===== config.mk =====
export PLATFORM = sky130hd
export DESIGN_NAME = servo_slew_radar_sweep_flat
export DESIGN_NICKNAME = d
export VERILOG_FILES = /design/src/rtl/core/ssrs_pkg.sv /design/src/rtl/core/ssrs_if.sv /design/src/rtl/core/servo_slew_radar_sweep.sv /design/src/flat_wrapper.sv
export SDC_FILE = /design/constraint.sdc
export NUM_CORES = 1
export LEC_CHECK = 0
export BUFFER_PORTS_ARGS = -buffer_cell sky130_fd_sc_hd__clkbuf_2
export CORE_AREA = 2 2 236 238
export DETAILED_ROUTE_END_ITERATION = 10
export DIE_AREA = 0 0 238 240
export PLACE_DENSITY = 0.53
export SLEW_MARGIN = 40
export SYNTH_ARGS = -nofsm -noshare
export SYNTH_HDL_FRONTEND = slang
export SYNTH_SLANG_ARGS = --single-unit

===== constraint.sdc =====
create_clock -name clock -period 8.55 [get_ports clock]
set_input_delay 0 -clock clock [delete_from_list [all_inputs] [get_ports clock]]
set_output_delay 0 -clock clock [all_outputs]
set_load 0.01 [all_outputs]

===== src/rtl/core/ssrs_pkg.sv =====
// ----------------------------------------------------------------------------
// ssrs_pkg
// shared types and constants of the servo slew radar sweep block
// ----------------------------------------------------------------------------
`default_nettype none

package ssrs_pkg;

   typedef logic [1:0]         action_type;
   typedef logic [1:0]         servo_type;
   typedef logic [2:0]         csr_index_type;
   typedef logic [7:0]         csr_data_type;
   typedef logic signed [7:0]  cmd_type;
   typedef logic signed [15:0] pos_type;
   typedef logic [12:0]        compare_type;

   localparam action_type ACT_TARGET = 2'd0;
   localparam action_type ACT_RADAR  = 2'd1;
   localparam action_type ACT_TICK   = 2'd2;

   localparam servo_type SERVO_PAN   = 2'd0;
   localparam servo_type SERVO_TILT  = 2'd1;
   localparam servo_type SERVO_SWEEP = 2'd2;

   localparam int SERVO_COUNT = 3;

   localparam csr_index_type REG_PAN_ADJUST   = 3'd0;
   localparam csr_index_type REG_TILT_ADJUST  = 3'd1;
   localparam csr_index_type REG_RADAR_ADJUST = 3'd2;
   localparam csr_index_type REG_PAN_INVERT   = 3'd3;
   localparam csr_index_type REG_TILT_INVERT  = 3'd4;
   localparam csr_index_type REG_RADAR_STILL  = 3'd5;

   // floor(m/7) == (m * RECIP_SEVEN) >> SEVEN_SHIFT for every m below 2**18
   localparam logic [18:0] RECIP_SEVEN = 19'd299594;
   localparam int          SEVEN_SHIFT = 21;

   // compare = (PULSE_SPAN * (pos + 32768)) / 65536 + pulse low - 1
   localparam logic [18:0] PULSE_SPAN  = 19'd3277;
   localparam compare_type PULSE_FLOOR = 13'd3275;

endpackage

`default_nettype wire


===== src/rtl/core/ssrs_if.sv =====
// ----------------------------------------------------------------------------
// ssrs_if
// valid/ready channels of the servo slew radar sweep block
// ----------------------------------------------------------------------------
`default_nettype none

interface ssrs_req_if;
   logic                  valid;
   logic                  ready;
   ssrs_pkg::action_type  action;
   ssrs_pkg::servo_type   servo_sel;
   ssrs_pkg::cmd_type     cmd_value;

   modport source (output valid, action, servo_sel, cmd_value, input ready);
   modport sink   (input valid, action, servo_sel, cmd_value, output ready);
endinterface

interface ssrs_rsp_if;
   logic                  valid;
   logic                  ready;
   ssrs_pkg::servo_type   channel;
   ssrs_pkg::compare_type compare_value;
   ssrs_pkg::pos_type     position;
   logic                  changed;
   ssrs_pkg::pos_type     sweep_position;
   logic                  sweep_down;
   logic                  last;

   modport source (output valid, channel, compare_value, position, changed,
                   sweep_position, sweep_down, last, input ready);
   modport sink   (input valid, channel, compare_value, position, changed,
                   sweep_position, sweep_down, last, output ready);
endinterface

interface ssrs_csr_if;
   logic                    valid;
   logic                    ready;
   ssrs_pkg::csr_index_type index;
   ssrs_pkg::csr_data_type  data;

   modport source (output valid, index, data, input ready);
   modport sink   (input valid, index, data, output ready);
endinterface

`default_nettype wire


===== src/rtl/core/servo_slew_radar_sweep.sv =====
// ----------------------------------------------------------------------------
// servo_slew_radar_sweep
// three servo channels slewed toward their targets, radar target from a
// bouncing sweep, one shared multiplier under a small sequencer
// ----------------------------------------------------------------------------
//  channel   direction  fields
//  req_bus   in         action, servo_sel, cmd_value
//  rsp_bus   out        channel, compare_value, position, changed,
//                       sweep_position, sweep_down, last
//  csr_bus   in         index, data (always ready)
//
//  radar command: handled at accept; target command: accept, two multiplier
//  passes for the divisions by seven, target write; tick: accept, bounce,
//  move, three division steps, then slew, scale, emit per channel, with each
//  emit held by any rsp stall; the passes share one 18x19 multiplier.
//  req ready is high only while the sequencer is idle.
//  reset is synchronous; a pending result register may still be draining
//  when the next transaction is accepted.
// ----------------------------------------------------------------------------
`default_nettype none

module servo_slew_radar_sweep #(
   parameter int SLEW_STEP = 512
) (
   input  logic         clock,
   input  logic         reset,
   ssrs_req_if.sink     req_bus,
   ssrs_rsp_if.source   rsp_bus,
   ssrs_csr_if.sink     csr_bus
);

   localparam int          JUMP_LIMIT = SLEW_STEP * 20;
   localparam logic [17:0] JUMP_MAG   = 18'(JUMP_LIMIT);
   localparam logic [16:0] STEP_MAG   = 17'(SLEW_STEP);
   localparam logic [15:0] STEP_POS   = 16'(SLEW_STEP);
   localparam logic [1:0]  LAST_CH    = 2'(ssrs_pkg::SERVO_COUNT - 1);

   localparam logic [3:0] ST_IDLE   = 4'd0;
   localparam logic [3:0] ST_BOUNCE = 4'd1;
   localparam logic [3:0] ST_MOVE   = 4'd2;
   localparam logic [3:0] ST_DIV_A  = 4'd3;
   localparam logic [3:0] ST_DIV_B  = 4'd4;
   localparam logic [3:0] ST_DIV_C  = 4'd5;
   localparam logic [3:0] ST_SLEW   = 4'd6;
   localparam logic [3:0] ST_SCALE  = 4'd7;
   localparam logic [3:0] ST_EMIT   = 4'd8;

   // sequencer
   logic [3:0]          state_ff, state_in;
   logic                tick_ff, tick_in;
   logic [1:0]          sel_ff, sel_in;
   ssrs_pkg::cmd_type   value_ff, value_in;
   logic                neg_ff, neg_in;
   logic signed [16:0]  acc_ff, acc_in;
   logic [36:0]         prod_ff, prod_in;
   logic [1:0]          ch_ff, ch_in;
   logic                changed_ff, changed_in;

   // servo and sweep state
   ssrs_pkg::pos_type   target_ff [ssrs_pkg::SERVO_COUNT];
   ssrs_pkg::pos_type   target_in [ssrs_pkg::SERVO_COUNT];
   ssrs_pkg::pos_type   current_ff [ssrs_pkg::SERVO_COUNT];
   ssrs_pkg::pos_type   current_in [ssrs_pkg::SERVO_COUNT];
   ssrs_pkg::pos_type   sweep_pos_ff, sweep_pos_in;
   ssrs_pkg::pos_type   sweep_speed_ff, sweep_speed_in;
   logic                sweep_down_ff, sweep_down_in;

   // configuration
   ssrs_pkg::cmd_type   pan_adj_ff, pan_adj_in;
   ssrs_pkg::cmd_type   tilt_adj_ff, tilt_adj_in;
   ssrs_pkg::cmd_type   radar_adj_ff, radar_adj_in;
   logic                pan_inv_ff, pan_inv_in;
   logic                tilt_inv_ff, tilt_inv_in;
   ssrs_pkg::cmd_type   still_ff, still_in;

   // result register
   logic                  out_valid_ff, out_valid_in;
   logic [1:0]            out_channel_ff, out_channel_in;
   ssrs_pkg::compare_type out_compare_ff, out_compare_in;
   ssrs_pkg::pos_type     out_position_ff, out_position_in;
   logic                  out_changed_ff, out_changed_in;
   ssrs_pkg::pos_type     out_sweep_pos_ff, out_sweep_pos_in;
   logic                  out_sweep_down_ff, out_sweep_down_in;
   logic                  out_last_ff, out_last_in;

   // datapath
   logic                req_fire;
   logic                slot_free;
   ssrs_pkg::cmd_type   adj_sel;
   logic                inv_sel;
   logic signed [18:0]  value_ext, adj_ext, main_dvd, trim_dvd, dvd;
   logic [17:0]         dvd_mag;
   logic [17:0]         mul_a;
   logic [18:0]         mul_b;
   logic [15:0]         quot;
   logic signed [16:0]  quot_s, sum_s, tgt_s;
   logic signed [17:0]  pos18, spd18, up_lim, dn_lim;
   ssrs_pkg::pos_type   sweep_next;
   ssrs_pkg::pos_type   cur, tgt, gap, step, slewed;
   logic [16:0]         gap_mag;
   logic                slew_move;

   assign req_bus.ready = (state_ff == ST_IDLE);
   assign csr_bus.ready = 1'b1;
   assign req_fire      = req_bus.valid && (state_ff == ST_IDLE);
   assign slot_free     = !out_valid_ff || rsp_bus.ready;

   assign rsp_bus.valid          = out_valid_ff;
   assign rsp_bus.channel        = out_channel_ff;
   assign rsp_bus.compare_value  = out_compare_ff;
   assign rsp_bus.position       = out_position_ff;
   assign rsp_bus.changed        = out_changed_ff;
   assign rsp_bus.sweep_position = out_sweep_pos_ff;
   assign rsp_bus.sweep_down     = out_sweep_down_ff;
   assign rsp_bus.last           = out_last_ff;

   // trim and invert of the servo being targeted
   always_comb begin
      case (sel_ff)
         ssrs_pkg::SERVO_PAN: begin
            adj_sel = pan_adj_ff;
            inv_sel = pan_inv_ff;
         end
         ssrs_pkg::SERVO_TILT: begin
            adj_sel = tilt_adj_ff;
            inv_sel = tilt_inv_ff;
         end
         default: begin
            adj_sel = radar_adj_ff;
            inv_sel = 1'b0;
         end
      endcase
   end

   // dividends 6*v*256 and adj*256, divided by seven as magnitude and sign
   assign value_ext = 19'(value_ff);
   assign adj_ext   = 19'(adj_sel);
   assign main_dvd  = (value_ext <<< 10) + (value_ext <<< 9);
   assign trim_dvd  = adj_ext <<< 8;
   assign dvd       = (state_ff == ST_DIV_A) ? main_dvd : trim_dvd;
   assign dvd_mag   = dvd[18] ? 18'(-dvd) : dvd[17:0];

   assign quot   = prod_ff[ssrs_pkg::SEVEN_SHIFT +: 16];
   assign quot_s = neg_ff ? -$signed({1'b0, quot}) : $signed({1'b0, quot});
   assign sum_s  = acc_ff + quot_s;
   assign tgt_s  = inv_sel ? -sum_s : sum_s;

   // shared multiplier operands
   always_comb begin
      if (state_ff == ST_SCALE) begin
         mul_a = {2'b00, current_ff[ch_ff] ^ 16'h8000};
         mul_b = ssrs_pkg::PULSE_SPAN;
      end else begin
         mul_a = dvd_mag;
         mul_b = ssrs_pkg::RECIP_SEVEN;
      end
   end

   // sweep bounce limits at full precision
   assign pos18      = 18'(sweep_pos_ff);
   assign spd18      = 18'(sweep_speed_ff);
   assign up_lim     = 18'sd32767 - spd18;
   assign dn_lim     = spd18 - 18'sd32768;
   assign sweep_next = sweep_down_ff ? sweep_pos_ff - sweep_speed_ff
                                     : sweep_pos_ff + sweep_speed_ff;

   // slew of the channel in hand
   assign cur       = current_ff[ch_ff];
   assign tgt       = target_ff[ch_ff];
   assign gap       = tgt - cur;
   assign gap_mag   = gap[15] ? 17'(-$signed({gap[15], gap})) : {1'b0, gap};
   assign step      = (gap_mag >= STEP_MAG) ? STEP_POS : 16'd1;
   assign slew_move = (gap != 16'sd0);
   always_comb begin
      if ({1'b0, gap_mag} > JUMP_MAG) begin
         slewed = tgt;
      end else if (!slew_move) begin
         slewed = cur;
      end else if (gap[15]) begin
         slewed = cur - step;
      end else begin
         slewed = cur + step;
      end
   end

   always_comb begin
      state_in       = state_ff;
      tick_in        = tick_ff;
      sel_in         = sel_ff;
      value_in       = value_ff;
      neg_in         = neg_ff;
      acc_in         = acc_ff;
      prod_in        = prod_ff;
      ch_in          = ch_ff;
      changed_in     = changed_ff;
      target_in      = target_ff;
      current_in     = current_ff;
      sweep_pos_in   = sweep_pos_ff;
      sweep_speed_in = sweep_speed_ff;
      sweep_down_in  = sweep_down_ff;

      pan_adj_in   = pan_adj_ff;
      tilt_adj_in  = tilt_adj_ff;
      radar_adj_in = radar_adj_ff;
      pan_inv_in   = pan_inv_ff;
      tilt_inv_in  = tilt_inv_ff;
      still_in     = still_ff;

      out_valid_in      = out_valid_ff && !rsp_bus.ready;
      out_channel_in    = out_channel_ff;
      out_compare_in    = out_compare_ff;
      out_position_in   = out_position_ff;
      out_changed_in    = out_changed_ff;
      out_sweep_pos_in  = out_sweep_pos_ff;
      out_sweep_down_in = out_sweep_down_ff;
      out_last_in       = out_last_ff;

      if (csr_bus.valid) begin
         case (csr_bus.index)
            ssrs_pkg::REG_PAN_ADJUST:   pan_adj_in   = csr_bus.data;
            ssrs_pkg::REG_TILT_ADJUST:  tilt_adj_in  = csr_bus.data;
            ssrs_pkg::REG_RADAR_ADJUST: radar_adj_in = csr_bus.data;
            ssrs_pkg::REG_PAN_INVERT:   pan_inv_in   = csr_bus.data[0];
            ssrs_pkg::REG_TILT_INVERT:  tilt_inv_in  = csr_bus.data[0];
            ssrs_pkg::REG_RADAR_STILL:  still_in     = csr_bus.data;
            default: ;
         endcase
      end

      case (state_ff)
         ST_IDLE: begin
            if (req_fire) begin
               case (req_bus.action)
                  ssrs_pkg::ACT_TARGET: begin
                     if (req_bus.servo_sel inside {ssrs_pkg::SERVO_PAN, ssrs_pkg::SERVO_TILT,
                                                   ssrs_pkg::SERVO_SWEEP}) begin
                        sel_in   = req_bus.servo_sel;
                        value_in = req_bus.cmd_value;
                        tick_in  = 1'b0;
                        state_in = ST_DIV_A;
                     end
                  end
                  ssrs_pkg::ACT_RADAR: begin
                     if (req_bus.cmd_value == still_ff) begin
                        sweep_speed_in = 16'sd0;
                        sweep_pos_in   = 16'sd0;
                     end else begin
                        sweep_speed_in = {req_bus.cmd_value[7], req_bus.cmd_value, 7'b0};
                     end
                  end
                  ssrs_pkg::ACT_TICK: begin
                     tick_in  = 1'b1;
                     state_in = ST_BOUNCE;
                  end
                  default: ;
               endcase
            end
         end
         ST_BOUNCE: begin
            if (sweep_down_ff) begin
               if (pos18 <= dn_lim) begin
                  sweep_pos_in  = 16'sh8000;
                  sweep_down_in = 1'b0;
               end
            end else if (pos18 >= up_lim) begin
               sweep_pos_in  = 16'sh7fff;
               sweep_down_in = 1'b1;
            end
            state_in = ST_MOVE;
         end
         ST_MOVE: begin
            sweep_pos_in = sweep_next;
            // radar target follows the sweep's upper byte
            sel_in       = ssrs_pkg::SERVO_SWEEP;
            value_in     = sweep_next[15:8];
            state_in     = ST_DIV_A;
         end
         ST_DIV_A: begin
            prod_in  = 37'(mul_a) * 37'(mul_b);
            neg_in   = dvd[18];
            state_in = ST_DIV_B;
         end
         ST_DIV_B: begin
            acc_in   = quot_s;
            prod_in  = 37'(mul_a) * 37'(mul_b);
            neg_in   = dvd[18];
            state_in = ST_DIV_C;
         end
         ST_DIV_C: begin
            target_in[sel_ff] = tgt_s[15:0];
            ch_in             = 2'd0;
            state_in          = tick_ff ? ST_SLEW : ST_IDLE;
         end
         ST_SLEW: begin
            current_in[ch_ff] = slewed;
            changed_in        = slew_move;
            state_in          = ST_SCALE;
         end
         ST_SCALE: begin
            prod_in  = 37'(mul_a) * 37'(mul_b);
            state_in = ST_EMIT;
         end
         ST_EMIT: begin
            if (slot_free) begin
               out_valid_in      = 1'b1;
               out_channel_in    = ch_ff;
               out_compare_in    = 13'(prod_ff[27:16]) + ssrs_pkg::PULSE_FLOOR;
               out_position_in   = cur;
               out_changed_in    = changed_ff;
               out_sweep_pos_in  = sweep_pos_ff;
               out_sweep_down_in = sweep_down_ff;
               out_last_in       = (ch_ff == LAST_CH);
               if (ch_ff == LAST_CH) begin
                  tick_in  = 1'b0;
                  state_in = ST_IDLE;
               end else begin
                  ch_in    = ch_ff + 2'd1;
                  state_in = ST_SLEW;
               end
            end
         end
         default: begin
            state_in = ST_IDLE;
         end
      endcase
   end

   always_ff @(posedge clock) begin
      if (reset) begin
         state_ff       <= ST_IDLE;
         tick_ff        <= 1'b0;
         out_valid_ff   <= 1'b0;
         sweep_pos_ff   <= 16'sd0;
         sweep_speed_ff <= 16'sd512;
         sweep_down_ff  <= 1'b0;
         pan_adj_ff     <= 8'sd0;
         tilt_adj_ff    <= 8'sd0;
         radar_adj_ff   <= 8'sd0;
         pan_inv_ff     <= 1'b0;
         tilt_inv_ff    <= 1'b0;
         still_ff       <= 8'sd0;
         for (int i = 0; i < ssrs_pkg::SERVO_COUNT; i++) begin
            target_ff[i]  <= 16'sd0;
            current_ff[i] <= 16'sd0;
         end
      end else begin
         state_ff       <= state_in;
         tick_ff        <= tick_in;
         out_valid_ff   <= out_valid_in;
         sweep_pos_ff   <= sweep_pos_in;
         sweep_speed_ff <= sweep_speed_in;
         sweep_down_ff  <= sweep_down_in;
         pan_adj_ff     <= pan_adj_in;
         tilt_adj_ff    <= tilt_adj_in;
         radar_adj_ff   <= radar_adj_in;
         pan_inv_ff     <= pan_inv_in;
         tilt_inv_ff    <= tilt_inv_in;
         still_ff       <= still_in;
         target_ff      <= target_in;
         current_ff     <= current_in;
      end
   end

   always_ff @(posedge clock) begin
      sel_ff            <= sel_in;
      value_ff          <= value_in;
      neg_ff            <= neg_in;
      acc_ff            <= acc_in;
      prod_ff           <= prod_in;
      ch_ff             <= ch_in;
      changed_ff        <= changed_in;
      out_channel_ff    <= out_channel_in;
      out_compare_ff    <= out_compare_in;
      out_position_ff   <= out_position_in;
      out_changed_ff    <= out_changed_in;
      out_sweep_pos_ff  <= out_sweep_pos_in;
      out_sweep_down_ff <= out_sweep_down_in;
      out_last_ff       <= out_last_in;
   end

endmodule

`default_nettype wire


===== src/flat_wrapper.sv =====
// flat-port wrapper written by rule: the top's interface ports become plain ports
module servo_slew_radar_sweep_flat 
#(
   parameter int SLEW_STEP = 512
)
  (clock, reset, req_bus_valid, req_bus_action, req_bus_servo_sel, req_bus_cmd_value, req_bus_ready, rsp_bus_valid, rsp_bus_channel, rsp_bus_compare_value, rsp_bus_position, rsp_bus_changed, rsp_bus_sweep_position, rsp_bus_sweep_down, rsp_bus_last, rsp_bus_ready, csr_bus_valid, csr_bus_index, csr_bus_data, csr_bus_ready);
  ssrs_req_if req_bus_i ();
  ssrs_rsp_if rsp_bus_i ();
  ssrs_csr_if csr_bus_i ();
  input  logic clock;
  input  logic reset;
  input wire logic [$bits(req_bus_i.valid)-1:0] req_bus_valid;
  input wire logic [$bits(req_bus_i.action)-1:0] req_bus_action;
  input wire logic [$bits(req_bus_i.servo_sel)-1:0] req_bus_servo_sel;
  input wire logic [$bits(req_bus_i.cmd_value)-1:0] req_bus_cmd_value;
  output wire logic [$bits(req_bus_i.ready)-1:0] req_bus_ready;
  output wire logic [$bits(rsp_bus_i.valid)-1:0] rsp_bus_valid;
  output wire logic [$bits(rsp_bus_i.channel)-1:0] rsp_bus_channel;
  output wire logic [$bits(rsp_bus_i.compare_value)-1:0] rsp_bus_compare_value;
  output wire logic [$bits(rsp_bus_i.position)-1:0] rsp_bus_position;
  output wire logic [$bits(rsp_bus_i.changed)-1:0] rsp_bus_changed;
  output wire logic [$bits(rsp_bus_i.sweep_position)-1:0] rsp_bus_sweep_position;
  output wire logic [$bits(rsp_bus_i.sweep_down)-1:0] rsp_bus_sweep_down;
  output wire logic [$bits(rsp_bus_i.last)-1:0] rsp_bus_last;
  input wire logic [$bits(rsp_bus_i.ready)-1:0] rsp_bus_ready;
  input wire logic [$bits(csr_bus_i.valid)-1:0] csr_bus_valid;
  input wire logic [$bits(csr_bus_i.index)-1:0] csr_bus_index;
  input wire logic [$bits(csr_bus_i.data)-1:0] csr_bus_data;
  output wire logic [$bits(csr_bus_i.ready)-1:0] csr_bus_ready;
  assign req_bus_i.valid = req_bus_valid;
  assign req_bus_i.action = req_bus_action;
  assign req_bus_i.servo_sel = req_bus_servo_sel;
  assign req_bus_i.cmd_value = req_bus_cmd_value;
  assign req_bus_ready = req_bus_i.ready;
  assign rsp_bus_valid = rsp_bus_i.valid;
  assign rsp_bus_channel = rsp_bus_i.channel;
  assign rsp_bus_compare_value = rsp_bus_i.compare_value;
  assign rsp_bus_position = rsp_bus_i.position;
  assign rsp_bus_changed = rsp_bus_i.changed;
  assign rsp_bus_sweep_position = rsp_bus_i.sweep_position;
  assign rsp_bus_sweep_down = rsp_bus_i.sweep_down;
  assign rsp_bus_last = rsp_bus_i.last;
  assign rsp_bus_i.ready = rsp_bus_ready;
  assign csr_bus_i.valid = csr_bus_valid;
  assign csr_bus_i.index = csr_bus_index;
  assign csr_bus_i.data = csr_bus_data;
  assign csr_bus_ready = csr_bus_i.ready;
  servo_slew_radar_sweep #(.SLEW_STEP(SLEW_STEP)) u_core (.clock(clock), .reset(reset), .req_bus(req_bus_i), .rsp_bus(rsp_bus_i), .csr_bus(csr_bus_i));
endmodule

==> results of run 1 <==
[kinds of logic (layout without fill, tap and decap cells)]
kind of cell,Yosys count,after routing,share of synthesized area
other cells,2,44,0.0003478
xor+xnor,112,112,0.04578
buf+inv,389,519,0.06849
mux,64,64,0.03002
compound gates,503,503,0.1601
fa+ha+maj,376,376,0.2620
flops,262,262,0.2897
simple gates,653,653,0.1435
[cell type report]
| type | instances | area share |
|---|---|---|
| clock buffers | 46 | 0.03839 |
| well taps | 704 | 0.03575 |
| flip-flops and latches | 262 | 0.2539 |
| repair buffers | 164 | 0.04707 |
| inverters | 295 | 0.04494 |
| clock inverters | 14 | 0.006245 |
| multi-input cells | 1752 | 0.5738 |
[power breakdown]
part	internal, W	switching, W	total, W
logic	0.00160	0.00234	0.00394
registers	0.00161	0.000128	0.00174
clock network	0.000821	0.000604	0.00142
[state kept, by name, indices dropped and copies added, names as in the netlist, 13 cells and up]
| register | count |
|---|---|
| u_core.rsp_bus.sweep_position | 16 |
| u_core.prod_ff | 21 |
| u_core.current_ff | 48 |
| u_core.acc_ff | 16 |
| u_core.rsp_bus.compare_value | 13 |
| u_core.target_ff | 48 |
| u_core.rsp_bus.position | 16 |
| u_core.sweep_pos_ff | 16 |
[cell usage in the layout (no fill, tap or decap), drive strengths merged, types with 58 or more instances in the layout]
master and instances:
inv 300, ha 249, nand2 206, nor2 183, dfxtp 161, fa 127
clkbuf 125, a21oi 122, edfxtp 101, o21ai 91, xnor2 74, mux2i 58
[routing by layer]
metal	wire, um	share of wire
met1	28110	0.49
met2	26820	0.46
met3	1777	0.031
met4	1123	0.019
met5	0	0
[per-stage QoR]
step / hold WS (ns) / utilization / instance area [sq um]
floorplan: 0.1360 / - / 21750
global route: 0.1718 / 0.4508 / 24640
finish: 0.1258 / 0.4508 / 24640
global placement: 0.2699 / 0.4207 / 23000
detailed placement: 0.2825 / 0.4215 / 23040
CTS: 0.09688 / 0.4493 / 24560
[what timing repair did]
| action | 4_1_cts | 5_1_grt |
|---|---|---|
| resized for setup | 0 | 10 |
| hold buffers | 42 | 0 |
| setup buffers | 0 | 2 |
| endpoints found under the setup margin | 0 | 5 |
| endpoints found under the hold margin | 62 | 0 |
[critical path, delay by kind of cell, from the launching register on]
family	cells	cell delay, ns
DFF	1	0.44
adders and majority gates	9	3.95
and+or+nand+nor	2	0.39
muxes	1	0.17
AOI/OAI and AO/OA	11	2.30
xor gates and xnor gates	1	0.10
buffers and inverters	6	0.58
[how the worst max path moves through the flow]
stage / from / endpoint / slack [ns] / cells after the start
2_1_floorplan: u_core.value_ff[1] / u_core.prod_ff[36] / 0.92 / 26
3_3_place_gp: u_core.value_ff[1] / u_core.prod_ff[36] / 0.25 / 31
3_5_place_dp: u_core.value_ff[1] / u_core.prod_ff[36] / 0.28 / 31
4_1_cts: u_core.value_ff[1] / u_core.prod_ff[36] / 0.25 / 31
5_1_grt: u_core.value_ff[1] / u_core.prod_ff[36] / 0.04 / 31
6_report: u_core.value_ff[1] / u_core.prod_ff[36] / 0.45 / 30
==> results.txt, run 1 <==
STA classifies the critical path startpoint as a flip-flop. In the post-synthesis netlist, the biggest area contributors are sky130_fd_sc_hd__dfxtp_1, sky130_fd_sc_hd__ha_1, sky130_fd_sc_hd__edfxtp_1. The half-perimeter wire length after placement is 44840 um.

The clock transition at the register clock pins on the worst setup and hold paths after CTS came out at 0.06 ns. For this run, global-route usage on met3 was measured as 0.01998. The number of enable flip-flop cells after synthesis is 101. The delay of the slowest critical-path stage is 0.57 ns. The shortest period the worst path allows came out at 8.103 ns. STA classifies the critical path endpoint as a flip-flop.

The yosys synthesis warning count is 0. The maximum vdd ir drop came out at 0.0003096 V. Counting every instance in the synthesized netlist gives 2361. The setup slack after placement is 0.2785 ns.

The detailed router's first-iteration violation count is 1006. The number of nets with antenna violations after detailed routing is 0. The total setup violations reported at the end of the flow is 0. The global route total overflow came out at 0. The later-pin clock latency in the skew report is approximately 0.57 ns.

The relative slew slack came out at 0.4353. The arrival time of the worst setup path is approximately 8.5 ns. The total of buffers placed on input and output ports came out at 79. The tree is rooted in a sky130_fd_sc_hd__clkbuf_16. Max-cap violations in this run came to 0. In the global route stage, overall resource usage came out at 0.2055.

The capturing point of the worst reg2reg path is u_core.prod_ff[36]. Setup repair after global routing left no endpoint under its margin. The sequential fraction of the synthesis area is 0.2897. The final number of max-transition violations is 0. The number of primary I/O pins came out at 81. In this run, distinct cell masters in the synthesized netlist total between 80 and 90.

Of all flip-flops after synthesis, the portion carrying an async set or reset was 0. The final period utilization is 0.9477. The minimum setup slack in the final design came out at roughly 0.45 ns. The maximum fanout count along the critical path is 4. In the final layout, the share of cells above drive strength 1 is 0.09396. The power per cell area came out at 288.2 nW/um^2. The depth of the worst register-to-register path is 30. In the final layout, flip-flops and latches occupy 6256 sq um. The number of hold-slack violations in the final timing report is 0. For this design, the sink count on the clock tree is 262. The initial standard-cell utilization of the core came out at 0.3950. The CTS tree is built. The average cell area after synthesis is 9.145 sq um.

The antenna diode count came out at 0. The count of non-filler cells in the finished layout is 3237. The required time of the worst setup path is 8.96 ns. The aggregate negative setup slack is 0 ns. The average wire length per cell after detail routing came out at 17.87 um.

Ranked by instance count, the synthesized netlist is headed by sky130_fd_sc_hd__inv_1, sky130_fd_sc_hd__ha_1, sky130_fd_sc_hd__nand2_1. The largest total area in the synthesized netlist belongs to sky130_fd_sc_hd__dfxtp_1. In the synthesized netlist the dominant register cell turns out to be sky130_fd_sc_hd__dfxtp_1.

In this run, synthesis produced a sequential element count of 262. The global-route met1 utilization is 0.2847. The largest buffer count on any clock path came out at 3. The cell area after synthesis is 21590 sq um. The via count of the first global-routing pass came to 17160. The number of filler cells placed in the layout is 5380. The ratio of routed vias to standard cells is roughly 5.3. The most used routing layer is met2.

In this run the static leakage power is 11.30 nW. The number of antenna violations at the first check in global routing was 0. The total iterations of the first detailed-routing run is 5.

The internal reg-to-reg setup slack came out at 0.45 ns. In this run the vertical extent of the chip is 240 um. The startpoint identified for the worst hold timing path is req_bus_valid.

On the critical path, the stage with the largest delay is an instance of sky130_fd_sc_hd__fa_1. The H-tree depth is 2. The final weighted congestion in routability-driven placement is 0.8771. Including well taps, the total number of placed cells is 3133.

By startpoint and endpoint, the worst setup path is classified as reg -> reg. The path with the worst hold slack has its endpoint at u_core.state_ff[3]. At the pin with the least slew margin, the transition time is 0.8419 ns.

The cell occurring most often along the worst timing path is sky130_fd_sc_hd__fa_1. The most common cell in the synthesized netlist is sky130_fd_sc_hd__inv_1. The number of remaining DRC errors came out at 0.

The pin count of the biggest net entering global routing came out at 109. The count of nets after finishing is 2913. The run finished with clean final reports. Between clock sinks in the finished design, the worst skew comes to approximately 0.037 ns.

Clock tree synthesis inserted a total of 34 buffers. The met2 demand-to-capacity share in global routing came out at 0.3452. The die covers 57120 sq um. The cell depth of the worst hold path came out at 5. The fraction of synthesized cell area taken by the top area cell type came out at 0.1493. Static timing analysis puts the maximum clock frequency at 123.4 MHz. The detailed-route wire length is just under 60000 um.

The area of the core region came out at 54660 sq um. The die is around 240 um wide. The routed via count came out at 17070. The first-pass GRT wire length came out at 93520 um. The number of placement rows came out at 86. The area occupied by multi-input gates came out at about 14000 sq um.

The area added between synthesis and finish is 14.13%. The startpoint identified for the worst register-to-register timing path is u_core.value_ff[1]. The overall power consumption came out at 0.007102 W. The worst hold path class is in -> reg.
(Power assumes the default switching activity.)
==> run 2, diff against run 1 <==
Settings changed: PLACE_DENSITY 0.53 to unset, PLACE_DENSITY_LB_ADDON set to 0.05.
==> results.txt, run 2 (synthesis results as in run 1) <==
STA classifies the critical path startpoint as a flip-flop. The detailed router's first-iteration violation count is 908 (-9.7%). The number of sinks driven by the clock tree came to 262 (unchanged). The clock share of power came out at 0.197 (-0.004). The via count of the first global-routing pass was 17270 (+0.65%). The required time of the worst setup path is 8.93 ns (-0.03 ns).

The switching component of the power is 0.003148 W (+2.4%). The logic depth of the worst path, buffers included was 29 (-3.3%). The initial standard-cell utilization of the core came to 0.3950 (unchanged). The highest metal layer carrying signal wires in the routed design is met4. The family with the most delay on the worst path is adder cells.

The number of placement rows came to 86 (unchanged). The overall routing resource usage came out at 0.2161 (+0.01061). The first-pass GRT wire length came out at 96300 um (+3.0%). The cell with the largest stage delay on the worst path is sky130_fd_sc_hd__fa_1. From synthesis to final layout, the design area changed by 14.78%. The depth of the worst register-to-register path was 29 (-3.3%).

Setup repair after global routing left no endpoint under its margin. The total iterations of the first detailed-routing run is 5 (unchanged). The detailed-routing wirelength on met1 came out at 28140 um (+0.12%).

The antenna diode count came out at 0 (unchanged). The switching share of total power came out at 0.4375 (+0.004363). The fraction of layout cells with a size suffix above 1 is 0.1002 (+0.006197).

The die extent in x came out at 238 um (unchanged). The detailed-routed wire length on met2 came out at 28970 um (+8.0%). In this run the worst hold path is classified as in -> reg. The later-pin clock latency in the skew report was 0.55 ns (-0.02 ns). The aggregate negative setup slack came to 0 ns (unchanged). The met3 wire length came out at 2094 um (+18%).

The detailed-route wire length was 60580 um (+4.8%). The power per cell area is 290.4 nW/um^2 (+0.75%). The part of the power in registers came out at 0.244 (about the same). The cell depth of the worst hold path came out at 4 (-1). The area of all placed cells without fillers is 24780 sq um (+0.57%). The total setup violations reported at the end of the flow is 0 (unchanged).

The count of nets after finishing came to 2936 (+0.79%). The internal power of the cells was 0.004048 W (+0.55%). The post-route clock skew is 0.01930 ns (-0.01774 ns). The global route total overflow came to 0 (unchanged). The area of the core region is 54660 sq um (unchanged). The overall die area came out at 57120 sq um (unchanged). The height of the chip is 240 um (unchanged).

The pin slew with the least headroom to its limit was 0.9429 ns (+0.1010 ns). The total of buffers placed on input and output ports is 79 (unchanged). The average wire length per cell after detail routing is 18.58 um (+4.0%).

The minimum setup slack in the final design is 0.4594 ns (+0.01206 ns). The half-perimeter wire length after placement came to 48010 um (+7.1%). The post-placement cell area is 23250 sq um (+0.91%). The setup slack after placement came to 0.2534 ns (-0.02509 ns). In this run the clock root is driven by a sky130_fd_sc_hd__clkbuf_16. The delay of the slowest critical-path stage came to 0.57 ns (about the same). The final period utilization came out at 0.9463 (-0.001410).

The CTS tree is built. The total CTS buffers came out at 35 (+2.9%). The most common cell after layout, fill and taps aside is sky130_fd_sc_hd__inv_1.

The ratio of routed vias to standard cells came to 5.249 (-0.48%). The cell count after placement was 3159 (+0.83%). The largest registers in the layout are u_core.current_ff (48), u_core.target_ff (48), u_core.prod_ff (21).

The final weighted congestion in routability-driven placement came out at 0.8807 (+0.41%). The number of hold-slack violations in the final timing report is 0 (unchanged). The shortest period the worst path allows is 8.091 ns (-0.01206 ns). The H-tree depth is 2 (unchanged). The number of nets with antenna violations after detailed routing came out at 0 (unchanged). The relative slew slack came out at 0.3648 (-0.07057). The run finished with clean final reports. STA classifies the critical path endpoint as a flip-flop. The clock transition at the register clock pins on the worst setup and hold paths after CTS came out at 0.06 ns (about the same). The combinational power share is 0.559 (+0.004).

The pin count of the biggest net entering global routing came to 108 (-0.92%). The maximum fanout count along the critical path was 4 (unchanged). The overall power consumption came to 0.007197 W (+1.3%). The fmax is 123.6 MHz (+0.15%). The largest buffer count on any clock path came out at 3 (unchanged). The top cell types in the final layout, fill and taps aside, are sky130_fd_sc_hd__inv_1, sky130_fd_sc_hd__ha_1, sky130_fd_sc_hd__nand2_1, sky130_fd_sc_hd__nor2_1, sky130_fd_sc_hd__dfxtp_1. The arrival time of the worst setup path came out at 8.47 ns (-0.04 ns). The leakage power total came out at 11.41 nW (+0.97%). The final number of max-transition violations is 0 (unchanged). The maximum vdd ir drop came to 0.0003365 V (+8.7%). The critical path buffer and inverter count came out at 4 (-2). The count of non-filler cells in the finished layout is 3260 (+0.71%). The routed via count came out at 17110 (+0.23%). The number of remaining DRC errors came out at 0 (unchanged).

The number of antenna violations at the first check in global routing is 0 (unchanged). The count of maximum capacitance violations is 0 (unchanged). The number of primary I/O pins is 81 (unchanged). The critical path in this run is classified as reg -> reg.

The cell occurring most often along the worst timing path is sky130_fd_sc_hd__fa_1.
==> run 2: worst paths after layout <==
check / from / endpoint / slack (ns)
max reg2reg: u_core.value_ff[1] / u_core.prod_ff[36] / 0.46
max: u_core.value_ff[1] / u_core.prod_ff[36] / 0.46
min: req_bus_valid / u_core.state_ff[0] / 0.04
min reg2reg: u_core.changed_ff / u_core.rsp_bus.changed / 0.42
==> run 2: timing repair <==
item                       CTS  global route
gates resized for setup      0             6
hold endpoints to repair    76             0
buffers inserted             0             0
hold buffers                39             0
setup endpoints to repair    0             5
==> run 2: per-stage QoR <==
step | hold WS, ns | utilization
after floorplan | 0.1360 | -
after global placement | 0.2846 | 0.4244
after detailed placement | 0.2976 | 0.4253
after CTS | 0.01419 | 0.4523
after global routing | 0.04605 | 0.4534
final | 0.04215 | 0.4534
==> run 2: layout make-up <==
type                    instances  area [sq um]
repair buffers                186          1313
clock buffers                  50         982.2
fillers                      5376         29880
well taps                     704         880.8
multi-input cells            1752         14140
inverters                     295          1107
flip-flops and latches        262          6256
clock inverters                11         103.9
==> run 2: power groups by stage <==
stage / clock (W) / combinational [W] / sequential [W]
after floorplan: 0 / 0.00287 / 0.00174
after global routing: 0.00150 / 0.00458 / 0.00177
after CTS: 0.00146 / 0.00401 / 0.00175
final: 0.00142 / 0.00403 / 0.00175
after global placement: 0 / 0.00393 / 0.00178
after detailed placement: 0 / 0.00394 / 0.00178
==> run 2: per-layer routing <==
layer,global-route usage,vias up
met5,0,-
li1,-,8510
met3,0.02675,76
met2,0.3693,261
met4,0.05644,0
met1,0.2897,8264
==> run 2: worst min-delay path: stages <==
cell and delay, ns:
sky130_fd_sc_hd__clkbuf_2 0.12, sky130_fd_sc_hd__nor3b_1 0.17, sky130_fd_sc_hd__o21bai_1 0.20, sky130_fd_sc_hd__nor3_1 0.06
